`config.mk`:
```
export PLATFORM = sky130hd
export DESIGN_NAME = neutron_xy_coincidence_decoder
export DESIGN_NICKNAME = d
export VERILOG_FILES = /design/src/rtl/nxy_pkg.sv /design/src/rtl/nxy_fifo.sv /design/src/rtl/nxy_front.sv /design/src/rtl/nxy_divider.sv /design/src/rtl/nxy_back.sv /design/src/rtl/neutron_xy_coincidence_decoder.sv
export SDC_FILE = /design/constraint.sdc
export NUM_CORES = 2
export LEC_CHECK = 0
export BUFFER_PORTS_ARGS = -buffer_cell sky130_fd_sc_hd__buf_2
export CORE_ASPECT_RATIO = 0.9
export CORE_UTILIZATION = 32
export CTS_CLUSTER_DIAMETER = 120
export DETAILED_ROUTE_END_ITERATION = 6
export GPL_TIMING_DRIVEN = 0
export PLACE_DENSITY = 0.44
export SKIP_LAST_GASP = 1
export SLEW_MARGIN = 30
export SYNTH_ARGS = -nofsm -noshare
export SYNTH_HDL_FRONTEND = slang
export SYNTH_SLANG_ARGS = --single-unit
```
`constraint.sdc`:
```
create_clock -name clk -period 21.9 [get_ports clk]
set_input_delay 1.095 -clock clk [delete_from_list [all_inputs] [get_ports clk]]
set_output_delay 1.095 -clock clk [all_outputs]
set_load 0.02 [all_outputs]
```
`src/rtl/nxy_pkg.sv`:
```
// Package with the shared types, constants and the saturating-increment helper of the neutron x/y decoder.
package nxy_pkg;

    localparam logic [7:0] HDR_HIT   = 8'h5A;
    localparam logic [7:0] HDR_PULSE = 8'h5B;
    localparam logic [7:0] HDR_CLOCK = 8'h5C;

    // Highest axis number that is kept (0 is x, 1 is y).
    localparam logic [2:0] AXIS_LAST = 3'd1;

    localparam int unsigned PHA_W   = 12;
    localparam int unsigned SUM_W   = 13;
    localparam int unsigned TOTAL_W = 11;
    localparam int unsigned POS_W   = 17;
    localparam int unsigned TIME_W  = 24;
    localparam int unsigned WIN_W   = 25;
    localparam int unsigned PID_W   = 40;
    localparam int unsigned CID_W   = 30;
    localparam int unsigned CNT_W   = 32;
    localparam int unsigned CFG_W   = 25;

    localparam logic [TOTAL_W-1:0] PHA_MAX           = 11'd1024;
    localparam logic [TOTAL_W-1:0] LOWER_LEVEL_RESET = 11'd128;
    localparam logic [WIN_W-1:0]   WINDOW_RESET      = 25'd32;

    localparam int unsigned DIV_STEPS = POS_W;
    localparam int unsigned STEP_W    = $clog2(DIV_STEPS);

    localparam int unsigned IN_DEPTH_DEFAULT  = 2;
    localparam int unsigned OUT_DEPTH_DEFAULT = 2;

    typedef enum logic [0:0] {
        REG_LOWER_LEVEL,
        REG_WINDOW
    } cfg_idx_t;

    typedef enum logic [1:0] {
        KIND_NONE,
        KIND_HIT,
        KIND_PULSE,
        KIND_CLOCK
    } rec_kind_t;

    typedef struct packed {
        rec_kind_t           kind;
        logic [TIME_W-1:0]   tick;
        logic                axis;
        logic [PHA_W-1:0]    left;
        logic [SUM_W-1:0]    sum;
        logic [TOTAL_W-1:0]  total;
        logic [PID_W-1:0]    pulse_id;
        logic [CID_W-1:0]    clock_id;
    } rec_t;

    typedef struct packed {
        logic                event_valid;
        logic [POS_W-1:0]    x_position;
        logic [POS_W-1:0]    y_position;
        logic [TIME_W-1:0]   tick_time;
        logic [TOTAL_W-1:0]  pulse_height;
        logic [PID_W-1:0]    pulse_id;
        logic [CID_W-1:0]    clock_id;
        logic [CID_W-1:0]    start_clock_id;
        logic [CNT_W-1:0]    pulse_count;
        logic [CNT_W-1:0]    clock_count;
        logic [CNT_W-1:0]    pair_count;
    } res_t;

    typedef struct packed {
        logic             start;
        logic [PHA_W-1:0] left;
        logic [SUM_W-1:0] sum;
    } div_req_t;

    typedef struct packed {
        logic             busy;
        logic             done;
        logic [POS_W-1:0] quotient;
    } div_rsp_t;

    function automatic logic [CNT_W-1:0] sat_inc(input logic [CNT_W-1:0] value);
        logic [CNT_W-1:0] result;
        result = (value == '1) ? value : value + 1'b1;
        return result;
    endfunction

endpackage

```
`src/rtl/nxy_fifo.sv`:
```
// Small first-in first-out queue of packed items, used between the decoder stages.
module nxy_fifo #(
    parameter type item_t = logic,
    parameter int unsigned DEPTH = 2
) (
    input  logic  clk,
    input  logic  rst_n,
    input  logic  push,
    input  item_t din,
    output logic  full,
    input  logic  pop,
    output item_t dout,
    output logic  empty
);

    localparam int unsigned PTR_W = $clog2(DEPTH);
    localparam int unsigned CNT_W = $clog2(DEPTH + 1);

    item_t              storage_reg [DEPTH];
    logic [PTR_W-1:0]   wr_ptr_reg;
    logic [PTR_W-1:0]   rd_ptr_reg;
    logic [CNT_W-1:0]   count_reg;
    logic               wr_en;
    logic               rd_en;

    assign full  = (count_reg == CNT_W'(DEPTH));
    assign empty = (count_reg == '0);
    assign wr_en = push && !full;
    assign rd_en = pop && !empty;
    assign dout  = storage_reg[rd_ptr_reg];

    always_ff @(posedge clk)
    begin
        if (wr_en)
        begin
            storage_reg[wr_ptr_reg] <= din;
        end
    end

    always_ff @(posedge clk or negedge rst_n)
    begin
        if (!rst_n)
        begin
            wr_ptr_reg <= '0;
            rd_ptr_reg <= '0;
            count_reg  <= '0;
        end
        else
        begin
            if (wr_en)
            begin
                wr_ptr_reg <= (wr_ptr_reg == PTR_W'(DEPTH - 1)) ? '0 : wr_ptr_reg + 1'b1;
            end
            if (rd_en)
            begin
                rd_ptr_reg <= (rd_ptr_reg == PTR_W'(DEPTH - 1)) ? '0 : rd_ptr_reg + 1'b1;
            end
            count_reg <= count_reg + CNT_W'(wr_en) - CNT_W'(rd_en);
        end
    end

    assert property (@(posedge clk) disable iff (!rst_n) count_reg <= CNT_W'(DEPTH))
        else $error("queue holds more items than its depth");

    assert property (@(posedge clk) disable iff (!rst_n)
        (empty || full) |-> (wr_ptr_reg == rd_ptr_reg))
        else $error("queue pointers disagree with its fill level");

    assert property (@(posedge clk) disable iff (!rst_n)
        (wr_en && !rd_en) |=> (count_reg == CNT_W'($past(count_reg) + 1'b1)))
        else $error("a transaction into the queue was lost");

endmodule

```
`src/rtl/nxy_front.sv`:
```
// Front stage: decodes one detector record and classifies it for the back stage.
module nxy_front (
    input  logic [7:0]                    header,
    input  logic [7:0]                    byte1,
    input  logic [7:0]                    byte2,
    input  logic [7:0]                    byte3,
    input  logic [7:0]                    byte4,
    input  logic [7:0]                    byte5,
    input  logic [7:0]                    byte6,
    input  logic [7:0]                    byte7,
    input  logic [nxy_pkg::TOTAL_W-1:0]   lower_level,
    output nxy_pkg::rec_t                 rec
);

    import nxy_pkg::*;

    logic [2:0]         axis_num;
    logic [PHA_W-1:0]   left;
    logic [PHA_W-1:0]   right;
    logic [SUM_W-1:0]   sum;
    logic [TOTAL_W-1:0] total;
    logic               kept;

    always_comb
    begin
        axis_num = byte4[2:0];
        left     = {byte5, byte6[7:4]};
        right    = {byte6[3:0], byte7};
        sum      = {1'b0, left} + {1'b0, right};
        // A quarter of the sum is the total pulse height on the 1024 scale.
        total    = sum[SUM_W-1:2];
        kept     = (axis_num <= AXIS_LAST) && (total >= lower_level) && (total <= PHA_MAX);

        rec.tick     = {byte1, byte2, byte3};
        rec.axis     = axis_num[0];
        rec.left     = left;
        rec.sum      = sum;
        rec.total    = total;
        rec.pulse_id = {byte3, byte4, byte5, byte6, byte7};
        rec.clock_id = {byte1, byte2, byte3, byte4[7:2]};

        priority if (header == HDR_HIT)
        begin
            rec.kind = kept ? KIND_HIT : KIND_NONE;
        end
        else if (header == HDR_PULSE)
        begin
            rec.kind = KIND_PULSE;
        end
        else if (header == HDR_CLOCK)
        begin
            rec.kind = KIND_CLOCK;
        end
        else
        begin
            rec.kind = KIND_NONE;
        end
    end

endmodule

```
`src/rtl/nxy_divider.sv`:
```
// Iterative restoring divider giving the 17-bit position fraction, one bit per cycle.
module nxy_divider (
    input  logic              clk,
    input  logic              rst_n,
    input  nxy_pkg::div_req_t req,
    output nxy_pkg::div_rsp_t rsp
);

    import nxy_pkg::*;

    logic                busy_reg;
    logic                done_reg;
    logic [STEP_W-1:0]   step_reg;
    logic [SUM_W-1:0]    rem_reg;
    logic [SUM_W-1:0]    sum_reg;
    logic [POS_W-1:0]    quo_reg;
    logic [SUM_W:0]      trial;
    logic                take;
    logic [SUM_W:0]      diff;

    // The left height never exceeds the sum, so the first step yields the integer
    // bit without a shift; the remaining steps produce the 16 fraction bits.
    always_comb
    begin
        trial = (step_reg == '0) ? {1'b0, rem_reg} : {rem_reg, 1'b0};
        take  = (trial >= {1'b0, sum_reg});
        diff  = trial - {1'b0, sum_reg};
    end

    always_ff @(posedge clk or negedge rst_n)
    begin
        if (!rst_n)
        begin
            busy_reg <= 1'b0;
            done_reg <= 1'b0;
            step_reg <= '0;
            rem_reg  <= '0;
            sum_reg  <= '0;
            quo_reg  <= '0;
        end
        else
        begin
            done_reg <= 1'b0;
            if (busy_reg)
            begin
                rem_reg <= take ? diff[SUM_W-1:0] : trial[SUM_W-1:0];
                quo_reg <= {quo_reg[POS_W-2:0], take};
                if (step_reg == STEP_W'(DIV_STEPS - 1))
                begin
                    busy_reg <= 1'b0;
                    done_reg <= 1'b1;
                    step_reg <= '0;
                end
                else
                begin
                    step_reg <= step_reg + 1'b1;
                end
            end
            else if (req.start)
            begin
                busy_reg <= 1'b1;
                step_reg <= '0;
                rem_reg  <= {1'b0, req.left};
                sum_reg  <= req.sum;
                quo_reg  <= '0;
            end
        end
    end

    assign rsp.busy     = busy_reg;
    assign rsp.done     = done_reg;
    assign rsp.quotient = quo_reg;

    assert property (@(posedge clk) disable iff (!rst_n)
        (busy_reg && step_reg != '0) |-> (rem_reg < sum_reg))
        else $error("divider remainder is not below the divisor");

    assert property (@(posedge clk) disable iff (!rst_n) done_reg |-> !busy_reg)
        else $error("divider reports done while still iterating");

    assert property (@(posedge clk) disable iff (!rst_n)
        (busy_reg && step_reg == STEP_W'(DIV_STEPS - 1)) |=> done_reg)
        else $error("divider finished without a done pulse");

endmodule

```
`src/rtl/nxy_back.sv`:
```
// Back stage: holds the hit and id state, forms x/y pairs and emits one result per record.
module nxy_back (
    input  logic                        clk,
    input  logic                        rst_n,
    input  logic [nxy_pkg::WIN_W-1:0]   window,
    input  nxy_pkg::rec_t               rec,
    input  logic                        rec_valid,
    output logic                        rec_pop,
    output nxy_pkg::div_req_t           div_req,
    input  nxy_pkg::div_rsp_t           div_rsp,
    output nxy_pkg::res_t               res,
    output logic                        res_push,
    input  logic                        out_full
);

    import nxy_pkg::*;

    typedef enum logic [1:0] {
        ST_IDLE,
        ST_DIVIDE,
        ST_WRITE
    } state_t;

    state_t             state_reg,          state_next;
    rec_t               cur_reg,            cur_next;
    logic [POS_W-1:0]   pos_reg,            pos_next;
    logic               held_valid_reg,     held_valid_next;
    logic [TIME_W-1:0]  held_time_reg,      held_time_next;
    logic               held_axis_reg,      held_axis_next;
    logic [POS_W-1:0]   held_position_reg,  held_position_next;
    logic [PID_W-1:0]   last_pulse_id_reg,  last_pulse_id_next;
    logic [CID_W-1:0]   last_clock_id_reg,  last_clock_id_next;
    logic [CID_W-1:0]   first_clock_id_reg, first_clock_id_next;
    logic               clock_seen_reg,     clock_seen_next;
    logic [CNT_W-1:0]   pulse_records_reg,  pulse_records_next;
    logic [CNT_W-1:0]   clock_records_reg,  clock_records_next;
    logic [CNT_W-1:0]   pair_total_reg,     pair_total_next;

    logic [TIME_W-1:0]  dt;
    logic               pair;

    always_comb
    begin
        dt   = (cur_reg.tick >= held_time_reg) ? cur_reg.tick - held_time_reg
                                               : held_time_reg - cur_reg.tick;
        pair = held_valid_reg && (held_axis_reg != cur_reg.axis) && ({1'b0, dt} < window);

        state_next          = state_reg;
        cur_next            = cur_reg;
        pos_next            = pos_reg;
        held_valid_next     = held_valid_reg;
        held_time_next      = held_time_reg;
        held_axis_next      = held_axis_reg;
        held_position_next  = held_position_reg;
        last_pulse_id_next  = last_pulse_id_reg;
        last_clock_id_next  = last_clock_id_reg;
        first_clock_id_next = first_clock_id_reg;
        clock_seen_next     = clock_seen_reg;
        pulse_records_next  = pulse_records_reg;
        clock_records_next  = clock_records_reg;
        pair_total_next     = pair_total_reg;

        rec_pop       = 1'b0;
        res_push      = 1'b0;
        div_req.start = 1'b0;
        div_req.left  = rec.left;
        div_req.sum   = rec.sum;
        res           = '0;

        unique case (state_reg)
            ST_IDLE:
            begin
                if (rec_valid)
                begin
                    rec_pop  = 1'b1;
                    cur_next = rec;
                    pos_next = '0;
                    // A kept hit with a zero sum sits at position zero and needs no division.
                    if (rec.kind == KIND_HIT && rec.sum != '0)
                    begin
                        div_req.start = 1'b1;
                        state_next    = ST_DIVIDE;
                    end
                    else
                    begin
                        state_next = ST_WRITE;
                    end
                end
            end
            ST_DIVIDE:
            begin
                if (div_rsp.done)
                begin
                    pos_next   = div_rsp.quotient;
                    state_next = ST_WRITE;
                end
            end
            ST_WRITE:
            begin
                if (!out_full)
                begin
                    res_push   = 1'b1;
                    state_next = ST_IDLE;
                    unique case (cur_reg.kind)
                        KIND_HIT:
                        begin
                            if (pair)
                            begin
                                res.event_valid  = 1'b1;
                                res.x_position   = held_axis_reg ? pos_reg : held_position_reg;
                                res.y_position   = held_axis_reg ? held_position_reg : pos_reg;
                                res.tick_time    = cur_reg.tick;
                                res.pulse_height = cur_reg.total;
                                pair_total_next  = sat_inc(pair_total_reg);
                            end
                            held_valid_next    = 1'b1;
                            held_time_next     = cur_reg.tick;
                            held_axis_next     = cur_reg.axis;
                            held_position_next = pos_reg;
                        end
                        KIND_PULSE:
                        begin
                            last_pulse_id_next = cur_reg.pulse_id;
                            pulse_records_next = sat_inc(pulse_records_reg);
                        end
                        KIND_CLOCK:
                        begin
                            last_clock_id_next = cur_reg.clock_id;
                            if (!clock_seen_reg)
                            begin
                                first_clock_id_next = cur_reg.clock_id;
                                clock_seen_next     = 1'b1;
                            end
                            clock_records_next = sat_inc(clock_records_reg);
                        end
                        KIND_NONE:
                        begin
                            state_next = ST_IDLE;
                        end
                    endcase
                end
            end
            default:
            begin
                state_next = ST_IDLE;
            end
        endcase

        res.pulse_id       = last_pulse_id_next;
        res.clock_id       = last_clock_id_next;
        res.start_clock_id = first_clock_id_next;
        res.pulse_count    = pulse_records_next;
        res.clock_count    = clock_records_next;
        res.pair_count     = pair_total_next;
    end

    always_ff @(posedge clk or negedge rst_n)
    begin
        if (!rst_n)
        begin
            state_reg          <= ST_IDLE;
            cur_reg            <= '0;
            pos_reg            <= '0;
            held_valid_reg     <= 1'b0;
            held_time_reg      <= '0;
            held_axis_reg      <= 1'b0;
            held_position_reg  <= '0;
            last_pulse_id_reg  <= '0;
            last_clock_id_reg  <= '0;
            first_clock_id_reg <= '0;
            clock_seen_reg     <= 1'b0;
            pulse_records_reg  <= '0;
            clock_records_reg  <= '0;
            pair_total_reg     <= '0;
        end
        else
        begin
            state_reg          <= state_next;
            cur_reg            <= cur_next;
            pos_reg            <= pos_next;
            held_valid_reg     <= held_valid_next;
            held_time_reg      <= held_time_next;
            held_axis_reg      <= held_axis_next;
            held_position_reg  <= held_position_next;
            last_pulse_id_reg  <= last_pulse_id_next;
            last_clock_id_reg  <= last_clock_id_next;
            first_clock_id_reg <= first_clock_id_next;
            clock_seen_reg     <= clock_seen_next;
            pulse_records_reg  <= pulse_records_next;
            clock_records_reg  <= clock_records_next;
            pair_total_reg     <= pair_total_next;
        end
    end

    assert property (@(posedge clk) disable iff (!rst_n)
        (state_reg == ST_DIVIDE) |-> (cur_reg.kind == KIND_HIT))
        else $error("division running for a record that is not a kept hit");

    assert property (@(posedge clk) disable iff (!rst_n)
        (res_push && res.event_valid) |-> (cur_reg.kind == KIND_HIT && held_valid_reg))
        else $error("pair reported without two kept hits");

    assert property (@(posedge clk) disable iff (!rst_n)
        1'b1 |=> (pair_total_reg >= $past(pair_total_reg)))
        else $error("pair counter went backwards");

    assert property (@(posedge clk) disable iff (!rst_n)
        div_req.start |-> (!div_rsp.busy && state_reg == ST_IDLE))
        else $error("divider started while busy");

endmodule

```
`src/rtl/neutron_xy_coincidence_decoder.sv`:
```
// Top level of the neutron x/y coincidence decoder: configuration, queues and stages.
// A record accepted into the input queue is popped and registered by the back stage, then
// written to the output queue; a kept hit with a non-zero pulse-height sum first goes
// through the 17-step position divider. Records go one at a time; a full output queue stalls.
// Reset clears all held state, ids and counters, empties both queues and loads
// lower_level with 128 and coincidence_window with 32.
module neutron_xy_coincidence_decoder #(
    parameter int unsigned IN_DEPTH  = nxy_pkg::IN_DEPTH_DEFAULT,
    parameter int unsigned OUT_DEPTH = nxy_pkg::OUT_DEPTH_DEFAULT
) (
    input  logic                          clk,
    input  logic                          rst_n,
    input  logic                          cfg_we,
    input  nxy_pkg::cfg_idx_t             cfg_index,
    input  logic [nxy_pkg::CFG_W-1:0]     cfg_data,
    input  logic                          push,
    output logic                          full,
    input  logic [7:0]                    header,
    input  logic [7:0]                    byte1,
    input  logic [7:0]                    byte2,
    input  logic [7:0]                    byte3,
    input  logic [7:0]                    byte4,
    input  logic [7:0]                    byte5,
    input  logic [7:0]                    byte6,
    input  logic [7:0]                    byte7,
    output logic                          empty,
    input  logic                          pop,
    output logic                          event_valid,
    output logic [nxy_pkg::POS_W-1:0]     x_position,
    output logic [nxy_pkg::POS_W-1:0]     y_position,
    output logic [nxy_pkg::TIME_W-1:0]    tick_time,
    output logic [nxy_pkg::TOTAL_W-1:0]   pulse_height,
    output logic [nxy_pkg::PID_W-1:0]     pulse_id,
    output logic [nxy_pkg::CID_W-1:0]     clock_id,
    output logic [nxy_pkg::CID_W-1:0]     start_clock_id,
    output logic [nxy_pkg::CNT_W-1:0]     pulse_count,
    output logic [nxy_pkg::CNT_W-1:0]     clock_count,
    output logic [nxy_pkg::CNT_W-1:0]     pair_count
);

    import nxy_pkg::*;

    logic [TOTAL_W-1:0] lower_level_reg;
    logic [WIN_W-1:0]   window_reg;
    rec_t               front_rec;
    rec_t               queued_rec;
    logic               rec_empty;
    logic               rec_pop;
    div_req_t           div_req;
    div_rsp_t           div_rsp;
    res_t               back_res;
    res_t               out_res;
    logic               res_push;
    logic               res_full;

    always_ff @(posedge clk or negedge rst_n)
    begin
        if (!rst_n)
        begin
            lower_level_reg <= LOWER_LEVEL_RESET;
            window_reg      <= WINDOW_RESET;
        end
        else if (cfg_we)
        begin
            unique case (cfg_index)
                REG_LOWER_LEVEL: lower_level_reg <= cfg_data[TOTAL_W-1:0];
                REG_WINDOW:      window_reg      <= cfg_data[WIN_W-1:0];
                default:         window_reg      <= window_reg;
            endcase
        end
    end

    nxy_front u_front (
        .header      (header),
        .byte1       (byte1),
        .byte2       (byte2),
        .byte3       (byte3),
        .byte4       (byte4),
        .byte5       (byte5),
        .byte6       (byte6),
        .byte7       (byte7),
        .lower_level (lower_level_reg),
        .rec         (front_rec)
    );

    nxy_fifo #(
        .item_t (rec_t),
        .DEPTH  (IN_DEPTH)
    ) u_rec_fifo (
        .clk   (clk),
        .rst_n (rst_n),
        .push  (push),
        .din   (front_rec),
        .full  (full),
        .pop   (rec_pop),
        .dout  (queued_rec),
        .empty (rec_empty)
    );

    nxy_divider u_divider (
        .clk   (clk),
        .rst_n (rst_n),
        .req   (div_req),
        .rsp   (div_rsp)
    );

    nxy_back u_back (
        .clk       (clk),
        .rst_n     (rst_n),
        .window    (window_reg),
        .rec       (queued_rec),
        .rec_valid (!rec_empty),
        .rec_pop   (rec_pop),
        .div_req   (div_req),
        .div_rsp   (div_rsp),
        .res       (back_res),
        .res_push  (res_push),
        .out_full  (res_full)
    );

    nxy_fifo #(
        .item_t (res_t),
        .DEPTH  (OUT_DEPTH)
    ) u_res_fifo (
        .clk   (clk),
        .rst_n (rst_n),
        .push  (res_push),
        .din   (back_res),
        .full  (res_full),
        .pop   (pop),
        .dout  (out_res),
        .empty (empty)
    );

    assign event_valid    = out_res.event_valid;
    assign x_position     = out_res.x_position;
    assign y_position     = out_res.y_position;
    assign tick_time      = out_res.tick_time;
    assign pulse_height   = out_res.pulse_height;
    assign pulse_id       = out_res.pulse_id;
    assign clock_id       = out_res.clock_id;
    assign start_clock_id = out_res.start_clock_id;
    assign pulse_count    = out_res.pulse_count;
    assign clock_count    = out_res.clock_count;
    assign pair_count     = out_res.pair_count;

endmodule

```
Yosys cells after proc, flatten, opt, wreduce, memory -nomap -nowiden
Memory sizes are Yosys's and may differ from the RTL's. Index checks and enable logic that the tools add are counted.

Register bits: 461. Input bits: 95. Bits in writable memories: 798. Output and inout port bits: 268. Word-level logic and storage cells: 179. Memories: 2.

Multiplexer cells: 71. $add $sub $neg: 16. Order comparisons: 6. Bitwise logic cells: 4. Reduce and logical (&&, ||, !) cells: 28. Equality and inequality tests: 19.

Memory list: u_res_fifo.storage_reg (depth 2, width 266, rd ports 1, clocked after Yosys merged registers in 0, write ports 1, line nxy_fifo.sv:19) `item_t storage_reg [DEPTH];`; u_rec_fifo.storage_reg (depth 2, width 133, rd ports 1, clocked after Yosys merged registers in 0, write ports 1, line nxy_fifo.sv:19).

Operators with widths (number): $mux W32 (13); $mux W70 (4); $mux W30 (7); $mux W40 (3); $mux W17 (6); $add A32 B1 Y32 const B (3); $eq A32 B32 Y1 const B (3); $sub A24 B24 Y24 (2); $mux W13 (3); $pmux W17 S2 (1); $lt A24 B25 Y1 (1); $eq A8 B7 Y1 const B (3); $ge A24 B24 Y1 (1); $mux W24 (1); $mux W1 (21); $mux W5 (3); $ge A14 B13 Y1 (1); $mux W14 (1); $mux W2 (7); $add A12 B12 Y13 (1); $reduce_bool A13 Y1 (1); $sub A13 B13 Y13 (1); $reduce_and A3 Y1 (4); $ge A11 B11 Y1 (1); other kinds (19) (52).

Depth between registers and ports, before layout
Depth in word-level cells: 8. Mapped depth: 25. Mapped depth without buffers: 22.

Modules after synthesis
A second synthesis with hierarchy kept.

Cell total of the unflattened synthesis: 3674. Area, all modules: 55426.9 sq um.

By module, submodules not included: nxy_fifo (u_res_fifo) (times used 1, cells each 846, area each 20350.8 sq um, sequential area each 16075.4 sq um); nxy_back (times used 1, cells each 1720, area each 18656.6 sq um, sequential area each 9183.8 sq um); nxy_fifo (u_rec_fifo) (times used 1, cells each 432, area each 10033.4 sq um, sequential area each 8087.8 sq um); nxy_divider (times used 1, cells each 337, area each 3079.2 sq um, sequential area each 1251.2 sq um); nxy_front (times used 1, cells each 261, area each 1964.4 sq um, sequential area each 0.0 sq um); neutron_xy_coincidence_decoder (times used 1, cells each 78, area each 1342.5 sq um, sequential area each 903.4 sq um).

Worst setup path before layout
Ideal clock, no wire load.

Path type: reg-to-reg. From: reg u_res_fifo.count_reg[1]. To: mem u_res_fifo.storage_reg[0][0] (netlist bit) (enable). Library setup time: 1222 ps. Data required time: 20678 ps. Arrival: 18497 ps. Stages on the path, launching flop included: 3. Path slack: 2181 ps. Cell sequence: dfrtp_1 nor2b_4 nor3_1.

Cells in the longest elaborated chain, start to end: 6. Elaborated cells between the ends (all ways): 7.

Ends and longest elaborated chain: start, declared (line nxy_fifo.sv:22) `logic [CNT_W-1:0] count_reg;`; start signal, assigned (line nxy_fifo.sv:58) `count_reg <= count_reg + CNT_W'(wr_en) - CNT_W'(rd_en);`; $eq A2 B2 Y1 (*) (line nxy_fifo.sv:26) `assign full = (count_reg == CNT_W'(DEPTH));`; $mux W1 (line nxy_back.sv:100) `if (!out_full)`; $mux W1 (line nxy_back.sv:70) `unique case (state_reg)`; $logic_and A1 B1 Y1 (*) (line nxy_fifo.sv:28) `assign wr_en = push && !full;`; $mux W1 (*) (line nxy_fifo.sv:34) `if (wr_en)`; $mux W1 (not written as such) (*) (line nxy_fifo.sv:36) `storage_reg[wr_ptr_reg] <= din;`; end, declared (line nxy_fifo.sv:19).

Every way passes the cells marked *; elsewhere a longest branch is shown, timed or not.

==> results_dict.tcl <==
set metrics [dict create \
    irDropWorstVdd_mv 0.0824 \
    routed_via_density 4.68 \
    status "finished, final reports clean" \
    antenna_found_initial 19 \
    reg2reg_to "u_res_fifo.storage_reg[1][259]" \
    internal_power_mw 5.33 \
    max-cap-violations 0 \
    cell_chosen_for_the_clock_root "sky130_fd_sc_hd__clkbuf_16" \
    clk_latency_ps 720 \
    finalWeightedCongestion 0.811 \
    synth_top_area_frac 0.437 \
    gr-usage-all-layers 0.171 \
    max_ffs_per_register 532 \
    fraction_of_the_core_area_covered_by_cells_at_the_end_of_the_flow 0.384 \
    route.vias.total 27800 \
    post_route_cells_drive_above_1_share 0.252 \
    worstSetupEndpoint "u_res_fifo.storage_reg[1][259]" \
    fillCellCount 13900 \
    power.leakage_nw 22.5 \
    post_synth.cell_area_avg_um2 13.9 \
    cts_hold_repair.buffers 0 \
    finalSetupViolations 0 \
    synth_ff_type "sky130_fd_sc_hd__edfxtp_1" \
    r2r.worst_path.cells 21 \
    maxSlewHeadroom 0.347 \
    numClockSinks 1096 \
    syn2layout_area_growth_pct 19.3 \
    clockBufferDepth 3 \
    critPathMaxFanout 10 \
    fin_worst_skew_ps 27.4 \
    die_area_um2 146000 \
    placeableCoreArea_um2 144000 \
    start_kind "flip-flop" \
    multi_input_comb_area_um2 14500 \
    worstSetupPathType "flip-flop to flip-flop" \
    ys_async_sr_fraction 0.385 \
    placement.setup.worst_slack_ps 15470 \
    tritoncts.num_buffers 120 \
    cts_post_setup_buffers_inserted 0 \
    combinationalPowerShare 0.416 \
    routed_wirelength_um 126000 \
    ctsResizeCount 0 \
    post_synth_instance_area_um2 46300 \
    grt_first_pass_wirelength_um 187000 \
    die_h_um 363 \
    nets 4103 \
    rrSetupSlack_ps 15540 \
    ys_seq_elements 1096 \
    drcViolationCount 0 \
    rsz0062_at_grt "false" \
    switching_power_mw 3.33 \
    yosysSeqAreaShare 0.665 \
    clock_tree_from_tritoncts "done" \
    crit-reg2reg-launch "u_back.cur_reg[7]" \
    port_buffers 362 \
    grt_remaining_overflow 0 \
    synth_cell_type_count 90 \
    finalCritPeriodShare 0.290 \
    wire_per_inst_um 21.2 \
    firstDrtPassIters 6 \
    io_pins 363 \
    worst-endpoint-required_ps 22330 \
    cp_endpoint_kind "flip-flop" \
    clk_pin_slew_worst_paths_ps 60 \
    timing_worst_slew_pin_value_ps 979 \
    grt_start_max_net_pins 73 \
    finalMaxSlewViolations 0 \
    power_per_cell_area_nw_per_um2 157 \
    synth_enable_flop_cells 674 \
    initial_utilization 0.322 \
    fin_tns_setup_ps 0 \
    hold_viol 0 \
    post-route-worst-setup-slack_ps 15540 \
    place.detailed.hpwl_um 92900 \
    min_path_type "input port to async pin" \
    syn-num-nets 3553 \
    synth_top_cells_by_area "sky130_fd_sc_hd__edfxtp_1, sky130_fd_sc_hd__dfrtp_1, sky130_fd_sc_hd__mux2_2, sky130_fd_sc_hd__ha_1, sky130_fd_sc_hd__nand2_1" \
    seqCellArea_um2 30800 \
    via_count_of_the_first_global_routing_pass 28300 \
    worst_ep_arrival_time_ps 6780 \
    core.rowCount 132 \
    cts.htree.levels 3 \
    critPathLaunch "u_back.cur_reg[7]" \
    fin_crit_ps 6360 \
    yosys_warnings 0 \
    remaining_number_of_nets_flagged_by_the_antenna_check_after_routing 0 \
    synth_area_leader_cell "sky130_fd_sc_hd__edfxtp_1" \
    switching_share 0.384 \
    detailedRoute.firstIterationViolations 1420 \
    share_clk_of_total_power 0.225 \
    dieWidth_um 403 \
    achievable-frequency_mhz 157 \
    postSynthCellCount 3339 \
    share_seq_of_total_power 0.358 \
]
## through the flow
step | hold WS [ps] | instances | cell area (µm²) | total power [mW]
CTS | 249 | 5934 | 55300 | 8.80
floorplan | 424 | 3339 | 46300 | 5.60
detailed placement | 453 | 5710 | 51500 | 6.81
global route | 272 | 5934 | 55300 | 9.24
global placement | 442 | 5644 | 50600 | 6.97
finish | 296 | 5937 | 55300 | 8.65
## how the worst min path moves through the flow
| stage | end | cells after the start | slack, ps |
|---|---|---|---|
| after floorplan | u_back.state_reg[0] | 1 | 420 |
| after global placement | u_back.state_reg[0] | 1 | 440 |
| after detailed placement | u_back.state_reg[0] | 1 | 450 |
| after CTS | u_back.last_pulse_id_reg[3] | 1 | 250 |
| after global routing | u_back.last_pulse_id_reg[3] | 1 | 270 |
| final | u_back.last_pulse_id_reg[3] | 1 | 300 |
## cells in the final DEF (no fill, tap or decap), drive strengths merged, types with 7 or more instances in the layout
| cell | instances |
|---|---|
| and4 | 8 |
| ha | 115 |
| a21o | 41 |
| xnor2 | 68 |
| buf | 468 |
| o21a | 11 |
| nor4 | 10 |
| nor3 | 49 |
| nand2b | 16 |
| dfrtp | 420 |
| o21bai | 9 |
| nor2 | 156 |
| and3 | 24 |
| edfxtp | 674 |
| mux2i | 127 |
| nand2 | 355 |
| a31oi | 7 |
| and2 | 18 |
| mux2 | 369 |
| o211ai | 8 |
| inv | 138 |
| a211oi | 19 |
| nor2b | 16 |
| a21oi | 100 |
| a22o | 17 |
| o21ai | 192 |
| xor2 | 65 |
| nand4 | 28 |
| clkbuf | 271 |
| nand3 | 55 |
| clkinv | 39 |
## final cells by class
| cell class | count | share of cell area |
|---|---|---|
| Sequential cell | 1096 | 0.557 |
| Inverter | 133 | 0.00903 |
| Antenna cell | 3 | 0.000136 |
| Clock buffer | 171 | 0.0605 |
| Tap cell | 1943 | 0.0440 |
| Clock inverter | 53 | 0.00761 |
| Buffer | 140 | 0.0103 |
| Timing Repair Buffer | 428 | 0.0488 |
| Multi-Input combinational cell | 1970 | 0.262 |
## worst max-delay path, cell delays in order (launching register included)
cell                        delay [ps]
sky130_fd_sc_hd__dfrtp_1           460
sky130_fd_sc_hd__inv_1             220
sky130_fd_sc_hd__fa_1              490
sky130_fd_sc_hd__a21oi_1           260
sky130_fd_sc_hd__o2111ai_1         170
sky130_fd_sc_hd__a21oi_1           320
sky130_fd_sc_hd__o21ai_0           220
sky130_fd_sc_hd__a221oi_1          690
sky130_fd_sc_hd__o211ai_1          160
sky130_fd_sc_hd__o31ai_1           120
sky130_fd_sc_hd__xnor2_1           140
sky130_fd_sc_hd__ha_1              310
sky130_fd_sc_hd__nand4b_1          120
sky130_fd_sc_hd__nor2_1            190
sky130_fd_sc_hd__and4_1            250
sky130_fd_sc_hd__inv_2              30
sky130_fd_sc_hd__o221ai_1          160
sky130_fd_sc_hd__a31o_2            380
sky130_fd_sc_hd__buf_2             370
sky130_fd_sc_hd__buf_2             370
sky130_fd_sc_hd__buf_2             420
sky130_fd_sc_hd__nor2_1            160
## synthesized netlist by cell type, types with 10 or more instances
| cell | n |
|---|---|
| sky130_fd_sc_hd__nand2b_1 | 15 |
| sky130_fd_sc_hd__inv_1 | 126 |
| sky130_fd_sc_hd__o21ai_1 | 31 |
| sky130_fd_sc_hd__mux2i_1 | 127 |
| sky130_fd_sc_hd__nand4_1 | 27 |
| sky130_fd_sc_hd__edfxtp_1 | 674 |
| sky130_fd_sc_hd__buf_2 | 20 |
| sky130_fd_sc_hd__xnor2_1 | 68 |
| sky130_fd_sc_hd__and3_1 | 24 |
| sky130_fd_sc_hd__and2_1 | 18 |
| sky130_fd_sc_hd__ha_1 | 115 |
| sky130_fd_sc_hd__nand3_1 | 55 |
| sky130_fd_sc_hd__o21ai_0 | 160 |
| sky130_fd_sc_hd__a21oi_1 | 98 |
| sky130_fd_sc_hd__nor2b_1 | 14 |
| sky130_fd_sc_hd__buf_1 | 17 |
| sky130_fd_sc_hd__mux2_2 | 333 |
| sky130_fd_sc_hd__a21o_1 | 41 |
| sky130_fd_sc_hd__dfrtp_1 | 420 |
| sky130_fd_sc_hd__o21a_1 | 10 |
| sky130_fd_sc_hd__xor2_1 | 65 |
| sky130_fd_sc_hd__mux2_1 | 36 |
| sky130_fd_sc_hd__a22o_1 | 17 |
| sky130_fd_sc_hd__nand2_1 | 355 |
| sky130_fd_sc_hd__clkbuf_1 | 100 |
| sky130_fd_sc_hd__a211oi_1 | 17 |
| sky130_fd_sc_hd__nor3_1 | 44 |
| sky130_fd_sc_hd__nor2_1 | 153 |
## routing by layer
layer	GRT usage	routed length [µm]	vias up
met3	0.0285	4370	180
met5	0	21	-
li1	-	-	13200
met1	0.235	58400	13900
met4	0.0417	2930	4
met2	0.281	60200	440
## logic make-up after synthesis
kind of cell | count (synthesis) | share of synthesized area
flops | 1096 | 0.665
simple gates | 766 | 0.0766
mux | 496 | 0.117
compound gates | 456 | 0.0608
buf+inv | 273 | 0.0230
xor+xnor | 133 | 0.0251
fa+ha+maj | 119 | 0.0328
## power groups by stage
stage | clock network (mW) | logic (mW) | registers, mW
2_1_floorplan | 0 | 2.40 | 3.20
3_3_place_gp | 0 | 3.55 | 3.41
3_5_place_dp | 0 | 3.66 | 3.14
4_1_cts | 2.01 | 3.69 | 3.11
5_1_grt | 2.09 | 3.99 | 3.16
6_report | 1.95 | 3.60 | 3.10
No activity file was read; power rests on OpenSTA's default activity.
